File: config.mk
export PLATFORM = sky130hd
export DESIGN_NAME = iirf_coef_regs
export DESIGN_NICKNAME = d
export VERILOG_FILES = /design/src/design/iirf_pkg.sv /design/src/design/iirf_coef_regs.sv
export SDC_FILE = /design/constraint.sdc
export NUM_CORES = 1
export LEC_CHECK = 0
export BUFFER_PORTS_ARGS = -buffer_cell sky130_fd_sc_hd__buf_2
export CELL_PAD_IN_SITES_DETAIL_PLACEMENT = 1
export CELL_PAD_IN_SITES_GLOBAL_PLACEMENT = 2
export CORE_MARGIN = 2
export CORE_UTILIZATION = 30
export CTS_BUF_LIST = sky130_fd_sc_hd__clkbuf_4
export DETAILED_ROUTE_END_ITERATION = 10
export PLACE_DENSITY_LB_ADDON = 0.05
export SLEW_MARGIN = 20
export SYNTH_ARGS = -nofsm -noshare
export SYNTH_HDL_FRONTEND = slang
export SYNTH_SLANG_ARGS = --single-unit
File: constraint.sdc
create_clock -name clk -period 2 [get_ports clk]
set_input_delay 0 -clock clk [delete_from_list [all_inputs] [get_ports clk]]
set_output_delay 0 -clock clk [all_outputs]
set_load 0.03 [all_outputs]
File: src/design/iirf_pkg.sv
// ----------------------------------------------------------------------------
// iirf_pkg
// Types and constants shared by the second-order IIR line filter modules.
// ----------------------------------------------------------------------------
package iirf_pkg;

	// Fraction bits of samples and coefficients
	localparam int FRAC_BITS = 16;

	// Coefficient register file
	localparam int NUM_COEFS = 5;
	localparam int CFG_IDX_W = 3;

	typedef enum logic [CFG_IDX_W-1:0] {
		COEF_B0 = 3'd0,
		COEF_B1 = 3'd1,
		COEF_B2 = 3'd2,
		COEF_A1 = 3'd3,
		COEF_A2 = 3'd4
	} coef_idx_t;

	// Control from the pipeline to the history registers
	typedef struct packed {
		logic advance;     // a word leaves stage 1 this cycle
		logic line_start;  // the word in stage 1 starts a new line
	} hist_ctl_t;

endpackage

File: src/design/iirf_coef_regs.sv
// ----------------------------------------------------------------------------
// iirf_coef_regs
// Five filter coefficient registers written through the configuration port.
// ----------------------------------------------------------------------------
module iirf_coef_regs #(
	parameter int COEF_WIDTH = 18
) (
	input  logic                                  clk,
	input  logic                                  arst_n,
	input  logic                                  wr_en,
	input  logic [iirf_pkg::CFG_IDX_W-1:0]        wr_index,
	input  logic [COEF_WIDTH-1:0]                 wr_data,
	output logic signed [COEF_WIDTH-1:0]          coefs [iirf_pkg::NUM_COEFS]
);
	import iirf_pkg::*;

	// 1.0 in the coefficient format
	localparam logic signed [COEF_WIDTH-1:0] COEF_ONE = COEF_WIDTH'(2 ** FRAC_BITS);

	logic signed [COEF_WIDTH-1:0] coef_q [NUM_COEFS];

	// Register writes; unknown indexes are dropped
	always_ff @(posedge clk or negedge arst_n) begin
		if (!arst_n) begin
			coef_q[COEF_B0] <= COEF_ONE;
			coef_q[COEF_B1] <= '0;
			coef_q[COEF_B2] <= '0;
			coef_q[COEF_A1] <= '0;
			coef_q[COEF_A2] <= '0;
		end else if (wr_en) begin
			case (wr_index)
				COEF_B0: coef_q[COEF_B0] <= wr_data;
				COEF_B1: coef_q[COEF_B1] <= wr_data;
				COEF_B2: coef_q[COEF_B2] <= wr_data;
				COEF_A1: coef_q[COEF_A1] <= wr_data;
				COEF_A2: coef_q[COEF_A2] <= wr_data;
				default: ;
			endcase
		end
	end

	assign coefs = coef_q;

endmodule

==> results.py <==
metrics = {
    "clock_network": {
        "clock_path_buffers": 2,
        "htree_levels": 3,
        "clkSinkCount": 90,
        "root_buffer": "clkbuf_4",
        "cts_made_buffers": 9,
        "path_clk_slew_ns": 0.14,
        "cts_setup_buffers": 0,
        "cts_tree": "yes",
        "insertion_delay_ns": 0.40,
    },
    "timing": {
        "rsz0062_at_grt": "false",
        "final-hold-violation-count": 0,
        "period_share_pct": 57.8,
        "drv_slew": 0,
        "tns_ns": 0,
        "worst_pin_slew_ns": 0.700,
        "final.min_clock_period_ns": 1.16,
        "clock.fmax_ghz": 0.865,
        "finalSetupViolations": 0,
        "finClkSkew_ns": 0,
        "slew_headroom_pct": 53.2,
        "whs_ns": 0.146,
    },
    "setup_path": {
        "timing.critical_path.cells": "buf_2",
        "max_stage_delay_ns": 0.55,
        "critPathLaunch": "coefs[88]",
        "critPathLaunchType": "flop",
        "critPathCaptureType": "output pin",
        "crit_type": "reg -> out",
        "path_delay_family": "flip-flops",
        "cp.required_ns": 2.00,
        "reg2reg_slack_ns": 1.22,
        "crit_path_max_fanout": 2,
        "rr_worst_depth": 1,
        "cp.depth": 1,
        "crit_arrival_ns": 1.16,
        "slowest_stage": "dfstp_2",
        "timing.rr.start": "coefs[66]",
        "cp.buffers_inverters": 1,
    },
    "cells_and_area": {
        "antenna_cells": 0,
        "nets": 357,
        "final_core_util_pct": 41.2,
        "layout-drive-gt1-share_pct": 67.8,
        "syn2layout_area_growth_pct": 32.2,
        "fin_cells": 478,
        "largest_reg_flops": 90,
    },
    "pwr": {
        "swShare_pct": 37.0,
        "internal-power_w": 0.00338,
        "p_per_area_nw_per_um2": 1190,
        "power_frac_comb_pct": 34.0,
        "p_leak_nw": 2.13,
        "p_seq_share_pct": 44.9,
        "clkPwrFrac_pct": 21.1,
        "p_total_w": 0.00536,
        "vdd_drop_max_v": 0.000430,
        "switching_power_w": 0.00198,
    },
    "route": {
        "wl_per_cell_um": 17.2,
        "viasPerCell": 4.52,
        "route.detailed.drc": 0,
        "vias": 2159,
        "wirelength_um": 8220,
        "drt_iter0_drc": 54,
        "dr.pass1.iters": 2,
        "ant_nets": 0,
    },
    "hold_path": {
        "hold_class": "in -> async",
    },
    "yosys": {
        "synth_warnings": 0,
        "yosysTopAreaCellShare_pct": 65.4,
        "synth_edf_count": 0,
        "synth.top_cells.by_area": "dfrtp_1 (65%), mux2_2 (30%), buf_6 (0.99%), dfstp_2 (0.77%), and4bb_2 (0.74%)",
        "avgSynthCellArea_um2": 17.6,
        "synth-main-ff-cell": "dfrtp_1",
        "ys_top_cells_by_count": "mux2_2 (90), dfrtp_1 (89), buf_2 (3), buf_6 (3)",
        "synth.most_common_cell": "mux2_2",
        "synthArstFlopShare_pct": 100,
        "ys_seq_elements": 90,
        "netlist-cell-type-count": 10,
        "ys_seq_area_share_pct": 66.2,
        "synth_area_um2": 3400,
        "yosysTopAreaCell": "dfrtp_1",
        "syn_inst": 193,
        "synth_nets": 217,
    },
    "floorplanning": {
        "core_um2": 10900,
        "dieArea_um2": 12200,
        "initial_core_util_pct": 31.1,
        "die_y_um": 111,
        "die_x_um": 111,
        "num_rows": 38,
        "num_io_pins": 114,
    },
    "global_routing": {
        "overflow": 0,
        "grt_pass1_wl_um": 13300,
        "grt_pass1_vias": 2295,
        "antenna_found_initial": 0,
        "grt_start_max_net_pins": 91,
        "track_usage_pct": 13.9,
    },
    "placed_design": {
        "dp_hpwl_um": 5410,
        "place.gp.congestion": 0.678,
        "dp_cells": 443,
        "portBuffers": 113,
    },
    "outcome": {
        "status": "completed",
    },
    "run": {
        "cap_viol_max_count": 0,
    },
}
[layout make-up]
cell class                 instances  area, um2
clock buffer                      11       82.6
clock inverter                     5       78.8
fill                            1153       6430
tap                              140        175
sequential                        90       2250
timing repair buffer             137        808
multi-input combinational         95       1100
[cell families after synthesis]
family	count (synthesis)	synth area share, %
mux	90	29.8
flops	90	66.2
buf+inv	8	1.87
simple gates	5	2.17
[placed cells by master, fill, tap and decap left out]
master           n
dlygate4sd3_1   19
and4bb_2         2
nand4b_2         1
bufinv_16        2
clkinv_1         1
buf_2          112
clkbuf_4        11
dfstp_2          1
buf_12           1
nor4b_4          1
dfrtp_1         89
nor4bb_4         1
buf_4            5
clkinvlp_4       2
mux2_2          90
[power by group through the flow]
stage	logic (W)	registers (W)	clock network [W]
after CTS	0.00186	0.00242	0.00118
final	0.00182	0.00240	0.00113
after global placement	0.00181	0.00244	0
after detailed placement	0.00183	0.00245	0
after floorplan	0.000379	0.00326	0
after global routing	0.00192	0.00248	0.00127
[through the flow]
step / setup slack [ns] / cell area, um2
final: 0.844 / 4500
after detailed placement: 0.449 / 4150
after global placement: 0.513 / 4150
after floorplan: 0.848 / 3400
after global routing: 0.752 / 4500
after CTS: 0.802 / 4500
[routing by layer]
layer / global-route usage, % / vias to the layer above / share of wire [%]
met1: 17.0 / 1117 / 43
met3: 4.56 / 4 / 5.5
met5: 0 / - / 0
met2: 23.7 / 66 / 51
li1: - / 972 / -
met4: 3.58 / 0 / 0.72
[final timing paths]
path	endpoint
worst max-delay path	coefs[88]
worst min-delay path	coefs[82]
worst max register to register	coefs[66]
worst min register to register	coefs[83]
max in group asynchronous	coefs[72]
min in group clk	coefs[59]
[repair_timing]
item | CTS | global route
endpoints found under the hold margin | 180 | 0
resized for setup | 0 | 0
hold buffers | 19 | 0
setup endpoints to repair | 0 | 0
No activity file was read; power rests on OpenSTA's default activity.
