--- src/design/iirf_pkg.sv ---
// ----------------------------------------------------------------------------
// iirf_pkg
// Types and constants shared by the second-order IIR line filter modules.
// ----------------------------------------------------------------------------
package iirf_pkg;

	// Fraction bits of samples and coefficients
	localparam int FRAC_BITS = 16;

	// Coefficient register file
	localparam int NUM_COEFS = 5;
	localparam int CFG_IDX_W = 3;

	typedef enum logic [CFG_IDX_W-1:0] {
		COEF_B0 = 3'd0,
		COEF_B1 = 3'd1,
		COEF_B2 = 3'd2,
		COEF_A1 = 3'd3,
		COEF_A2 = 3'd4
	} coef_idx_t;

	// Control from the pipeline to the history registers
	typedef struct packed {
		logic advance;     // a word leaves stage 1 this cycle
		logic line_start;  // the word in stage 1 starts a new line
	} hist_ctl_t;

endpackage

--- src/design/iirf_history.sv ---
// ----------------------------------------------------------------------------
// iirf_history
// Two input and two output history registers, read as zero at a line start.
// ----------------------------------------------------------------------------
module iirf_history #(
	parameter int DATA_WIDTH = 32
) (
	input  logic                          clk,
	input  logic                          arst_n,
	input  iirf_pkg::hist_ctl_t           ctl,
	input  logic signed [DATA_WIDTH-1:0]  sample,
	input  logic signed [DATA_WIDTH-1:0]  y_new,
	output logic signed [DATA_WIDTH-1:0]  x1,
	output logic signed [DATA_WIDTH-1:0]  x2,
	output logic signed [DATA_WIDTH-1:0]  y1,
	output logic signed [DATA_WIDTH-1:0]  y2
);
	import iirf_pkg::*;

	logic signed [DATA_WIDTH-1:0] x1_q, x2_q, y1_q, y2_q;

	// Operands seen by the current word; a line start reads all zeros
	always_comb begin
		if (ctl.line_start) begin
			x1 = '0;
			x2 = '0;
			y1 = '0;
			y2 = '0;
		end else begin
			x1 = x1_q;
			x2 = x2_q;
			y1 = y1_q;
			y2 = y2_q;
		end
	end

	// Shift history when a word is processed
	always_ff @(posedge clk or negedge arst_n) begin
		if (!arst_n) begin
			x1_q <= '0;
			x2_q <= '0;
			y1_q <= '0;
			y2_q <= '0;
		end else if (ctl.advance) begin
			x2_q <= x1;
			x1_q <= sample;
			y2_q <= y1;
			y1_q <= y_new;
		end
	end

endmodule

--- config.mk ---
export PLATFORM = sky130hd
export DESIGN_NAME = iirf_history
export DESIGN_NICKNAME = d
export VERILOG_FILES = /design/src/design/iirf_pkg.sv /design/src/design/iirf_history.sv
export SDC_FILE = /design/constraint.sdc
export NUM_CORES = 1
export LEC_CHECK = 0
export BUFFER_PORTS_ARGS = -buffer_cell sky130_fd_sc_hd__buf_2
export CAP_MARGIN = 15
export CORE_ASPECT_RATIO = 1.2
export CORE_MARGIN = 2
export CORE_UTILIZATION = 30
export DETAILED_ROUTE_END_ITERATION = 10
export SLEW_MARGIN = 20
export SYNTH_ARGS = -nofsm -noshare
export SYNTH_HDL_FRONTEND = slang
export SYNTH_SLANG_ARGS = --single-unit
export TNS_END_PERCENT = 5
--- constraint.sdc ---
create_clock -name clk -period 0.8 [get_ports clk]
set_input_delay 0.04 -clock clk [delete_from_list [all_inputs] [get_ports clk]]
set_output_delay 0.04 -clock clk [all_outputs]
set_load 0.02 [all_outputs]
==> impl_metrics.toml, run 1 <==
[critical_path]
crit_path_start = "y1_q[23]"
cp-start-kind = "flip-flop"
arrival_ns = 1.18
required_ns = 0.76
cpMostUsedCell = "buf_6"
critPathMaxFanout = 2
path_cells = "nor2b_4 > buf_6 > buf_6"
crit_path_end_kind = "primary output"
slowest_stage = "dfrtp_1"
r2r-start = "x1_q[3]"
cpPeakStageDelay_ns = 0.39
criticalPathCategory = "flip-flop to primary output"
r2r_setup_slack_ns = -0.29

[cts]
clkTransAtPathRegs_ns = 0.06
cts-buffers-inserted = 17
clock-sinks = 128
clockBufferDepth = 2
root_buffer = "clkbuf_16"
h-tree-depth = 4
clk_latency_ns = 0.41
cts_tree = "built"

[placed_design]
dpl-instance-area_um2 = 7920
hpwl_um = 10500
port_buffers = 195
place_congestion = 0.775
dp_worst_setup_slack_ns = -0.185

[timing]
whs_ns = 0.0160
setup_violations = 194
hold_violations = 0
slew_headroom_pct = 82.0
fin_crit_sh_pct = 152
rsz0062_at_grt = "true"
fin_ws_ns = -0.418
skew_ns = 0.00610
fin_crit_ns = 1.22
fmax_mhz = 821
drv_slew = 0
worst_slew_pin_slew_ns = 0.270

[routing]
wl_um = 15900
drt_pass1_iterations = 4
via_count = 4338
antenna_left = 0
viasPerCell = 4.53
drt_iter0_drc = 111
drc_errors = 0
wire_per_inst_um = 16.6

[grt]
grt_pass1_vias = 4802
grt_max_degree = 48
grt_pass1_wl_um = 24700
gr-usage-all-layers_pct = 15.7
antenna_found_initial = 0
gr-total-overflow = 0

[yosys]
ys_types = 6
synth_top_family_by_area = "multiplexers"
synth-compound-area-share_pct = 0
netlist_area_um2 = 5610
synth_xor_area_share_pct = 0
ys_seq_area_share_pct = 57.1
yosys_warnings = 0
synth_seq_cells = 128
avgSynthCellArea_um2 = 13.6
synthMuxAreaShare_pct = 25.7
synthAdderAreaFrac_pct = 0
synthSimpleGateAreaFrac_pct = 14.3
synth_cells = 412
synth_fp_nets = 480

[floorplan]
fp.coreArea_um2 = 18200
start_util_pct = 30.8
die-height_um = 154
dieWidth_um = 129
pin_count = 196
die-area_um2 = 19800
rows = 54

[status]
outcome = "complete, but fails checks"
violations = "setup timing"

[worst_hold_path]
worstHoldPathType = "input pin to asynchronous set/reset pin"

[power]
p_leak_nw = 4.87
vdd_drop_max_mv = 1.33
power_density_nw_per_um2 = 1950
power_w = 0.0194

[cells_and_area]
syn_to_final_growth_pct = 76.7
mostFrequentLayoutCells = "dfrtp_1, buf_6, buf_2"
drive_gt1_share_pct = 66.4
nets = 788
finalInstanceArea_um2 = 9920
diodes = 0
final_common_cell = "dfrtp_1"

[flow_run]
max-cap-violations = 0
[worst paths after layout]
check                      cells after the start        to
max                                            3    y1[23]
min                                            2  x1_q[20]
max reg2reg                                    4   x2_q[3]
min reg2reg                                    1   x2_q[4]
max in group asynchronous                      4  y2_q[20]
min in group clk                               3  y2_q[15]
[sequential cells by signal, indices dropped and copies added, names as in the netlist]
name and cells:
x1_q 32, y2_q 32, x2_q 32, y1_q 32
[cell type report]
class | instances | area (um2)
Sequential cell | 128 | 3200
Tap cell | 224 | 280
Clock inverter | 15 | 110
Multi-Input combinational cell | 256 | 3050
Fill cell | 1449 | 8320
Clock buffer | 17 | 425
Timing Repair Buffer | 317 | 2860
[worst max-delay path, delay by kind of cell, from the launching register on]
kind | cells | cell delay (ns)
flops | 1 | 0.39
simple gates | 1 | 0.14
buf+inv | 2 | 0.23
[per-layer routing]
layer	vias up	routed length (um)	part of all wire (%)	track usage [%]
li1	1983	-	-	-
met1	2216	6690	42	19.1
met2	130	8210	52	27.1
met3	9	824	5.2	4.77
met4	0	151	0.95	4.04
met5	-	0	0	0
[power by group]
group | switching (W) | internal [W] | total, W
Sequential | 0.000385 | 0.00716 | 0.00755
Clock | 0.00309 | 0.00398 | 0.00708
Combinational | 0.00194 | 0.00279 | 0.00473
[what timing repair did]
item / CTS / global route
setup buffers: 10 / 2
gates resized for setup: 140 / 90
hold endpoints to repair: 192 / 0
endpoints found under the setup margin: 192 / 195
pin swaps: 0 / 0
hold buffers: 65 / 0
gates cloned: 0 / 0
[synthesized netlist by cell type, drive strengths merged]
cell / count / area share [%]
buf: 22 / 2.6
clkbuf: 6 / 0.40
dfrtp: 128 / 57
mux2: 128 / 26
nor2b: 128 / 14
[per-stage QoR]
stage | TNS, ns | utilization (%) | cells
after floorplan | -6.29 | - | 412
after global placement | -18.92 | 43.4 | 848
after detailed placement | -20.17 | 43.4 | 848
after CTS | -49.91 | 52.7 | 955
after global routing | -54.38 | 54.4 | 957
final | -46.42 | 54.4 | 957
[kinds of logic (layout without fill, tap and decap cells)]
| family | Yosys count | after routing |
|---|---|---|
| DFF | 128 | 128 |
| buffers and inverters | 28 | 349 |
| muxes | 128 | 128 |
| and+or+nand+nor | 128 | 128 |
Power figures use the tool's default switching activity.
==> run 2: changes to the inputs <==
--- a/config.mk
+++ b/config.mk
@@ -5,12 +5,13 @@
 export SDC_FILE = /design/constraint.sdc
 export NUM_CORES = 1
 export LEC_CHECK = 0
-export BUFFER_PORTS_ARGS = -buffer_cell sky130_fd_sc_hd__buf_2
+export BUFFER_PORTS_ARGS = -buffer_cell sky130_fd_sc_hd__buf_4
 export CAP_MARGIN = 15
 export CORE_ASPECT_RATIO = 1.2
 export CORE_MARGIN = 2
-export CORE_UTILIZATION = 30
+export CORE_UTILIZATION = 45
 export DETAILED_ROUTE_END_ITERATION = 10
+export PLACE_DENSITY = 0.76
 export SLEW_MARGIN = 20
 export SYNTH_ARGS = -nofsm -noshare
 export SYNTH_HDL_FRONTEND = slang
==> run 2 against run 1 <==
Net effect:
- the run still ends with setup timing left
- non-clock buffer count is 43 higher
- global-route usage increased by 11 points
- design area increased by 8.2%
- die area shrank 32%
- worst hold slack improved by 0.057 ns
- clock power is 11% higher
- combinational power increased by 16%
- total power is 8.0% higher
- sequential share of layout area shrank 2.4 points
- register-to-register slack worse by 0.02 ns
- first-iteration DRC count increased by 35%
- largest cell class is now buffers
- largest power group is now the clock network
==> impl_metrics.toml, run 2 (same netlist as run 1, synthesis figures left out) <==
[status]
outcome = "complete, but fails checks"
violations = "setup timing"

[power]
pwr-share-seq_pct = 36.4
clockPowerShare_pct = 37.4
power_w = 0.0209
internal_power_w = 0.0154
p_leak_nw = 5.27
power_density_nw_per_um2 = 1950
p_sw_w = 0.00546
p_comb_share_pct = 26.2
switching_share_pct = 26.1
vdd_drop_max_mv = 1.36

[cts]
clock-sinks = 128
clk_latency_ns = 0.41
clockBufferDepth = 2
h-tree-depth = 4
cts-buffers-inserted = 17
cts_tree = "built"
root_buffer = "clkbuf_16"
clkTransAtPathRegs_ns = 0.06

[cells_and_area]
drive_gt1_share_pct = 69.5
final_common_cell = "buf_6"
syn_to_final_growth_pct = 91.2
mostFrequentLayoutCells = "buf_6, buf_4, dfrtp_1"
register_area_um2 = 3200
nets = 831
multiInputGateArea_um2 = 3110
fillers = 491

[grt]
gr-total-overflow = 0
grt_pass1_vias = 5237
gr-usage-all-layers_pct = 27.0
grt_pass1_wl_um = 28100
antenna_found_initial = 0
grt_max_degree = 42

[timing]
fin_crit_sh_pct = 154
fin_crit_ns = 1.23
worst_slew_pin_slew_ns = 0.277
slew_headroom_pct = 81.5
drv_slew = 0
skew_ns = 0.00393
rsz0062_at_grt = "true"
whs_ns = 0.0730
setup_violations = 202
fin_ws_ns = -0.435
hold_violations = 0
fmax_mhz = 810

[floorplan]
dieWidth_um = 106
rows = 44
die-area_um2 = 13400
start_util_pct = 46.3
pin_count = 196
fp.coreArea_um2 = 12100
die-height_um = 126

[critical_path]
crit_path_end_kind = "primary output"
critPathMaxFanout = 2
cpMostUsedCell = "buf_6"
cp-start-kind = "flip-flop"
cpPeakStageDelay_ns = 0.37
criticalPathCategory = "flip-flop to primary output"
arrival_ns = 1.19
required_ns = 0.76
path_cells = "nor2b_4 > buf_6 > buf_6"
slowest_stage = "dfrtp_1"

[worst_hold_path]
worstHoldPathType = "input pin to asynchronous set/reset pin"

[routing]
drt_pass1_iterations = 4
drc_errors = 0
wire_per_inst_um = 20.1
wl_um = 18900
viasPerCell = 4.89
drt_iter0_drc = 150
via_count = 4590
antenna_left = 0

[placed_design]
hpwl_um = 10100
place_congestion = 0.774
port_buffers = 195

[flow_run]
max-cap-violations = 0
-- run 2: cell count changes in the layout (fill, tap and decap cells not counted), sizes merged, moves of 2 or more --
cell    before  now
bufinv       0    2
buf        251  294
clkbuf      18   23
clkinv       9    5
inv          4    0
-- run 2: final timing paths --
| check | startpoint | cells past startpoint | endpoint | slack [ns] |
|---|---|---|---|---|
| worst min register to register | x2_q[30] | 1 | x2_q[30] | 0.50 |
| min in group clk | ctl[1] | 2 | y1_q[11] | 0.08 |
| worst max register to register | y1_q[13] | 4 | y2_q[13] | -0.31 |
| max in group asynchronous | arst_n | 3 | x2_q[24] | 0.21 |
| worst max-delay path | x1_q[23] | 3 | x1[23] | -0.43 |
| worst min-delay path | arst_n | 2 | x1_q[4] | 0.07 |
-- run 2: per-layer routing --
layer	GRT usage (%)	up-vias	wire length (um)
met2	48.8	152	10200
met1	31.1	2333	7210
met3	6.53	32	985
met5	0	-	0
li1	-	2073	-
met4	9.75	0	427
-- run 2: power groups by stage --
stage                     Sequential, W  Combinational (W)  Clock, W
final                           0.00761            0.00547   0.00783
after global routing            0.00767            0.00573   0.00823
after CTS                       0.00753            0.00515   0.00790
after detailed placement        0.00763            0.00437         0
after global placement          0.00759            0.00427         0
after floorplan                 0.00750            0.00268         0
-- run 2: worst max-delay path: cells and delay by family (launching register included) --
kind	cells	cell delay (ns)
buffers and inverters	2	0.23
DFF	1	0.37
and+or+nand+nor	1	0.19
-- run 2: through the flow --
stage                     utilization [%]  worst slack [ns]  std cells  instance area [um2]  setup TNS [ns]
final                                88.6            -0.435        938                10700          -52.68
after global routing                 88.6            -0.478        937                10700          -58.70
after CTS                            86.3            -0.428        932                10500          -52.33
after detailed placement             71.1            -0.180        820                 8620          -18.75
after global placement               71.1            -0.149        820                 8620          -16.33
after floorplan                         -           -0.0680        412                 6470           -6.29
-- run 2: layout make-up --
cell class | count | area share [%]
Multi-Input combinational cell | 256 | 29.0
Sequential cell | 128 | 29.8
Antenna cell | 1 | 0.0233
Timing Repair Buffer | 360 | 33.6
Tap cell | 161 | 1.88
Clock inverter | 10 | 1.00
Clock buffer | 22 | 4.61
-- run 2: repair_timing --
item / 4_1_cts / 5_1_grt
hold buffers: 65 / 0
cloned: 0 / 0
endpoints found under the hold margin: 192 / 0
gates resized for setup: 126 / 61
setup buffers: 15 / 5
setup endpoints to repair: 192 / 202
==> run 3: changes to the inputs <==
--- a/config.mk
+++ b/config.mk
@@ -11,9 +11,9 @@
 export CORE_MARGIN = 2
 export CORE_UTILIZATION = 45
 export DETAILED_ROUTE_END_ITERATION = 10
-export PLACE_DENSITY = 0.76
+export PLACE_DENSITY = 0.86
 export SLEW_MARGIN = 20
 export SYNTH_ARGS = -nofsm -noshare
 export SYNTH_HDL_FRONTEND = slang
 export SYNTH_SLANG_ARGS = --single-unit
-export TNS_END_PERCENT = 5
+export TNS_END_PERCENT = 100
==> constraint.sdc (replaced) <==
create_clock -name clk -period 0.8 [get_ports clk]
set_input_delay 0.08 -clock clk [delete_from_list [all_inputs] [get_ports clk]]
set_output_delay 0.08 -clock clk [all_outputs]
set_load 0.02 [all_outputs]
==> run 3 against run 2 <==
Net effect:
- the run now fails in global routing (5_1_grt)
- synthesized cell count unchanged
- area after synthesis unchanged
==> impl_metrics.toml, run 3 <==
[timing]
worstEpCategory = "primary output"
crit_endpoint = "y1[10]"

[cts]
clock-sinks = 128
cts-buffers-inserted = 17
root_buffer = "clkbuf_16"
h-tree-depth = 4
clockBufferDepth = 2

[floorplan]
rows = 44
dieWidth_um = 106
pin_count = 196
die-height_um = 126
start_util_pct = 46.3

[yosys]
yosysTopAreaCellShare_pct = 57.1
ys_types = 6
synth_fp_nets = 480
synth-main-ff-cell = "dfrtp_1"
ys_seq_area_share_pct = 57.1
synth_common_cells = "dfrtp_1, mux2_2, nor2b_1"
synth_edf_count = 0
yosys.area.top_type = "dfrtp_1"
async_flop_share_pct = 100
synth_seq_cells = 128
avgSynthCellArea_um2 = 13.6
yosys_warnings = 0
netlist_area_um2 = 5610
synth.area.top_cells = "dfrtp_1, mux2_2, nor2b_1, buf_4, buf_2"
synth_cells = 412

[status]
outcome = "did not finish"
stop_error = "[ERROR DPL-0038] Utilization greater than 100%, impossible to legalize"
lastStage = "global routing (5_1_grt)"

[grt]
grt_max_degree = 45

[placed_design]
hpwl_um = 10300
port_buffers = 195
dp_worst_setup_slack_ns = -0.227
place_inst = 832
place_congestion = 0.764
==> run 3: through the flow <==
| step | area, um2 | setup TNS [ns] | util (%) |
|---|---|---|---|
| after global placement | 8360 | -29.45 | 69.0 |
| after floorplan | 6090 | -6.91 | - |
| after CTS | 11500 | -57.85 | 95.1 |
| after detailed placement | 8360 | -33.01 | 69.0 |
==> run 3: cell families after synthesis <==
kind of cell           count (synthesis)  synth area share [%]
buffers and inverters                 28                  2.99
DFF                                  128                  57.1
muxes                                128                  25.7
and+or+nand+nor                      128                  14.3
==> run 3: timing repair <==
| item | in CTS |
|---|---|
| gates resized for setup | 355 |
| setup endpoints to repair | 193 |
| buffers inserted | 51 |
| hold endpoints to repair | 192 |
| hold buffers | 65 |
==> run 4: changes to the inputs <==
--- a/config.mk
+++ b/config.mk
@@ -7,11 +7,10 @@
 export LEC_CHECK = 0
 export BUFFER_PORTS_ARGS = -buffer_cell sky130_fd_sc_hd__buf_4
 export CAP_MARGIN = 15
-export CORE_ASPECT_RATIO = 1.2
 export CORE_MARGIN = 2
-export CORE_UTILIZATION = 45
+export CORE_UTILIZATION = 35
 export DETAILED_ROUTE_END_ITERATION = 10
-export PLACE_DENSITY = 0.86
+export PLACE_DENSITY_LB_ADDON = 0.15
 export SLEW_MARGIN = 20
 export SYNTH_ARGS = -nofsm -noshare
 export SYNTH_HDL_FRONTEND = slang
==> constraint.sdc (replaced) <==
create_clock -name clk -period 1 [get_ports clk]
set_input_delay 0.1 -clock clk [delete_from_list [all_inputs] [get_ports clk]]
set_output_delay 0.1 -clock clk [all_outputs]
set_load 0.02 [all_outputs]
==> run 4 against run 3 <==
Net effect:
- the flow now finishes, with violations (setup timing)
==> impl_metrics.toml, run 4 (same netlist as run 1, synthesis figures left out) <==
[cells_and_area]
final_cells = 955
fillers = 1212
final_common_cell = "buf_4"
nets = 795
finalInstanceArea_um2 = 10100
diodes = 0
drive_gt1_share_pct = 69.3
final_core_util_pct = 63.7
syn_to_final_growth_pct = 79.1
mostFrequentLayoutCells = "buf_4, dfrtp_1, mux2_2"

[critical_path]
reg2reg_to = "x2_q[3]"
required_ns = 0.90
r2r-start = "x2_q[3]"
reg2reg_depth = 4
cp-start-kind = "flip-flop"
criticalPathCategory = "flip-flop to primary output"
crit_path_end_kind = "primary output"
r2r_setup_slack_ns = -0.10
critPathMaxFanout = 2
arrival_ns = 1.13

[routing]
wl_um = 14700
viasPerCell = 4.43
drc_errors = 0
antenna_left = 0
drt_iter0_drc = 133
wire_per_inst_um = 15.4
drt_pass1_iterations = 4
via_count = 4234

[floorplan]
start_util_pct = 35.6
die-height_um = 131
dieWidth_um = 131
pin_count = 196
rows = 46
fp.coreArea_um2 = 15800
die-area_um2 = 17100

[placed_design]
place_inst = 815
dpl-instance-area_um2 = 7420
port_buffers = 195
hpwl_um = 9040
place_congestion = 0.749

[power]
pwr-share-seq_pct = 37.8
power_density_nw_per_um2 = 1580
p_comb_share_pct = 24.1
clockPowerShare_pct = 38.1
p_leak_nw = 4.77
internal_power_w = 0.0119
switching_share_pct = 24.9
vdd_drop_max_mv = 1.07
p_sw_w = 0.00395

[worst_hold_path]
worstHoldPathType = "input pin to flip-flop"
min_from = "ctl[1]"
holdPathEnd = "y1_q[31]"
whs_path_depth = 3

[grt]
use_met2_pct = 27.1
grt_pass1_vias = 4385
grt_pass1_wl_um = 22400
gr-total-overflow = 0
grt_max_degree = 59
grt_use_met3_pct = 6.60
antenna_found_initial = 0
met1_usage_pct = 21.2
grt.busiest_layer = "met2"
gr-usage-all-layers_pct = 17.0

[status]
outcome = "complete, but fails checks"
violations = "setup timing"

[timing]
fin_crit_sh_pct = 123
rsz0062_at_grt = "true"
worst_slew_pin_slew_ns = 0.329
hold_violations = 0
fin_crit_ns = 1.23
slew_headroom_pct = 78.0
fin_ws_ns = -0.227
fmax_mhz = 815
setup_violations = 133
drv_slew = 0
skew_ns = 0.00393

[cts]
clkTransAtPathRegs_ns = 0.05
clockBufferDepth = 2
cts_tree = "built"
clock-sinks = 128
clk_latency_ns = 0.41
cts-buffers-inserted = 17
root_buffer = "clkbuf_16"
h-tree-depth = 4

[flow_run]
max-cap-violations = 0
## run 4: area by class of cell
class | instances | area [um2] | area share [%]
Sequential cell | 128 | 3200 | 31.9
Tap cell | 216 | 270 | 2.69
Clock inverter | 6 | 80.1 | 0.797
Timing Repair Buffer | 324 | 3100 | 30.8
Multi-Input combinational cell | 256 | 2910 | 28.9
Clock buffer | 25 | 495 | 4.93
## run 4: through the flow
stage                     TNS [ns]  hold WS (ns)  setup WS, ns  power (W)
after CTS                   -22.85         0.168        -0.202     0.0157
after global placement      -0.247         0.117       -0.0142    0.00868
after floorplan              -2.75        -0.196       -0.0458    0.00754
after global routing        -26.70         0.182        -0.251     0.0166
final                       -20.51         0.185        -0.227     0.0159
after detailed placement     -1.02         0.111       -0.0397    0.00875
## run 4: how the worst max path moves through the flow
stage / startpoint / to / slack [ns] / cells past startpoint
after detailed placement: ctl[1] / x2_q[9] / -0.04 / 3
after global placement: ctl[0] / x2_q[21] / -0.01 / 4
final: y1_q[16] / y1[16] / -0.23 / 2
after CTS: y2_q[31] / y2[31] / -0.20 / 2
after floorplan: ctl[0] / x2_q[10] / -0.05 / 4
after global routing: x1_q[21] / x1[21] / -0.25 / 2
## run 4: routing by layer
| metal | share of wire [%] | wire (um) |
|---|---|---|
| met5 | 0 | 0 |
| met4 | 1.5 | 215 |
| met3 | 7.0 | 1030 |
| met2 | 50 | 7350 |
| met1 | 42 | 6120 |
## run 4: power by group through the flow
| stage | registers (W) | clock network, W | logic, W |
|---|---|---|---|
| floorplan | 0.00597 | 0 | 0.00157 |
| global placement | 0.00602 | 0 | 0.00266 |
| detailed placement | 0.00605 | 0 | 0.00270 |
| CTS | 0.00599 | 0.00620 | 0.00351 |
| global route | 0.00607 | 0.00643 | 0.00407 |
| finish | 0.00600 | 0.00604 | 0.00383 |
## run 4: critical path, cell delays in order, from the launching register on
cell and delay [ns]:
dfrtp_1 0.38, nor2b_4 0.20, buf_6 0.14
## run 4: repair_timing
item	in CTS	in global routing
buffers inserted	23	25
resized for setup	205	82
endpoints found under the setup margin	128	131
hold buffers	65	0
endpoints found under the hold margin	192	0
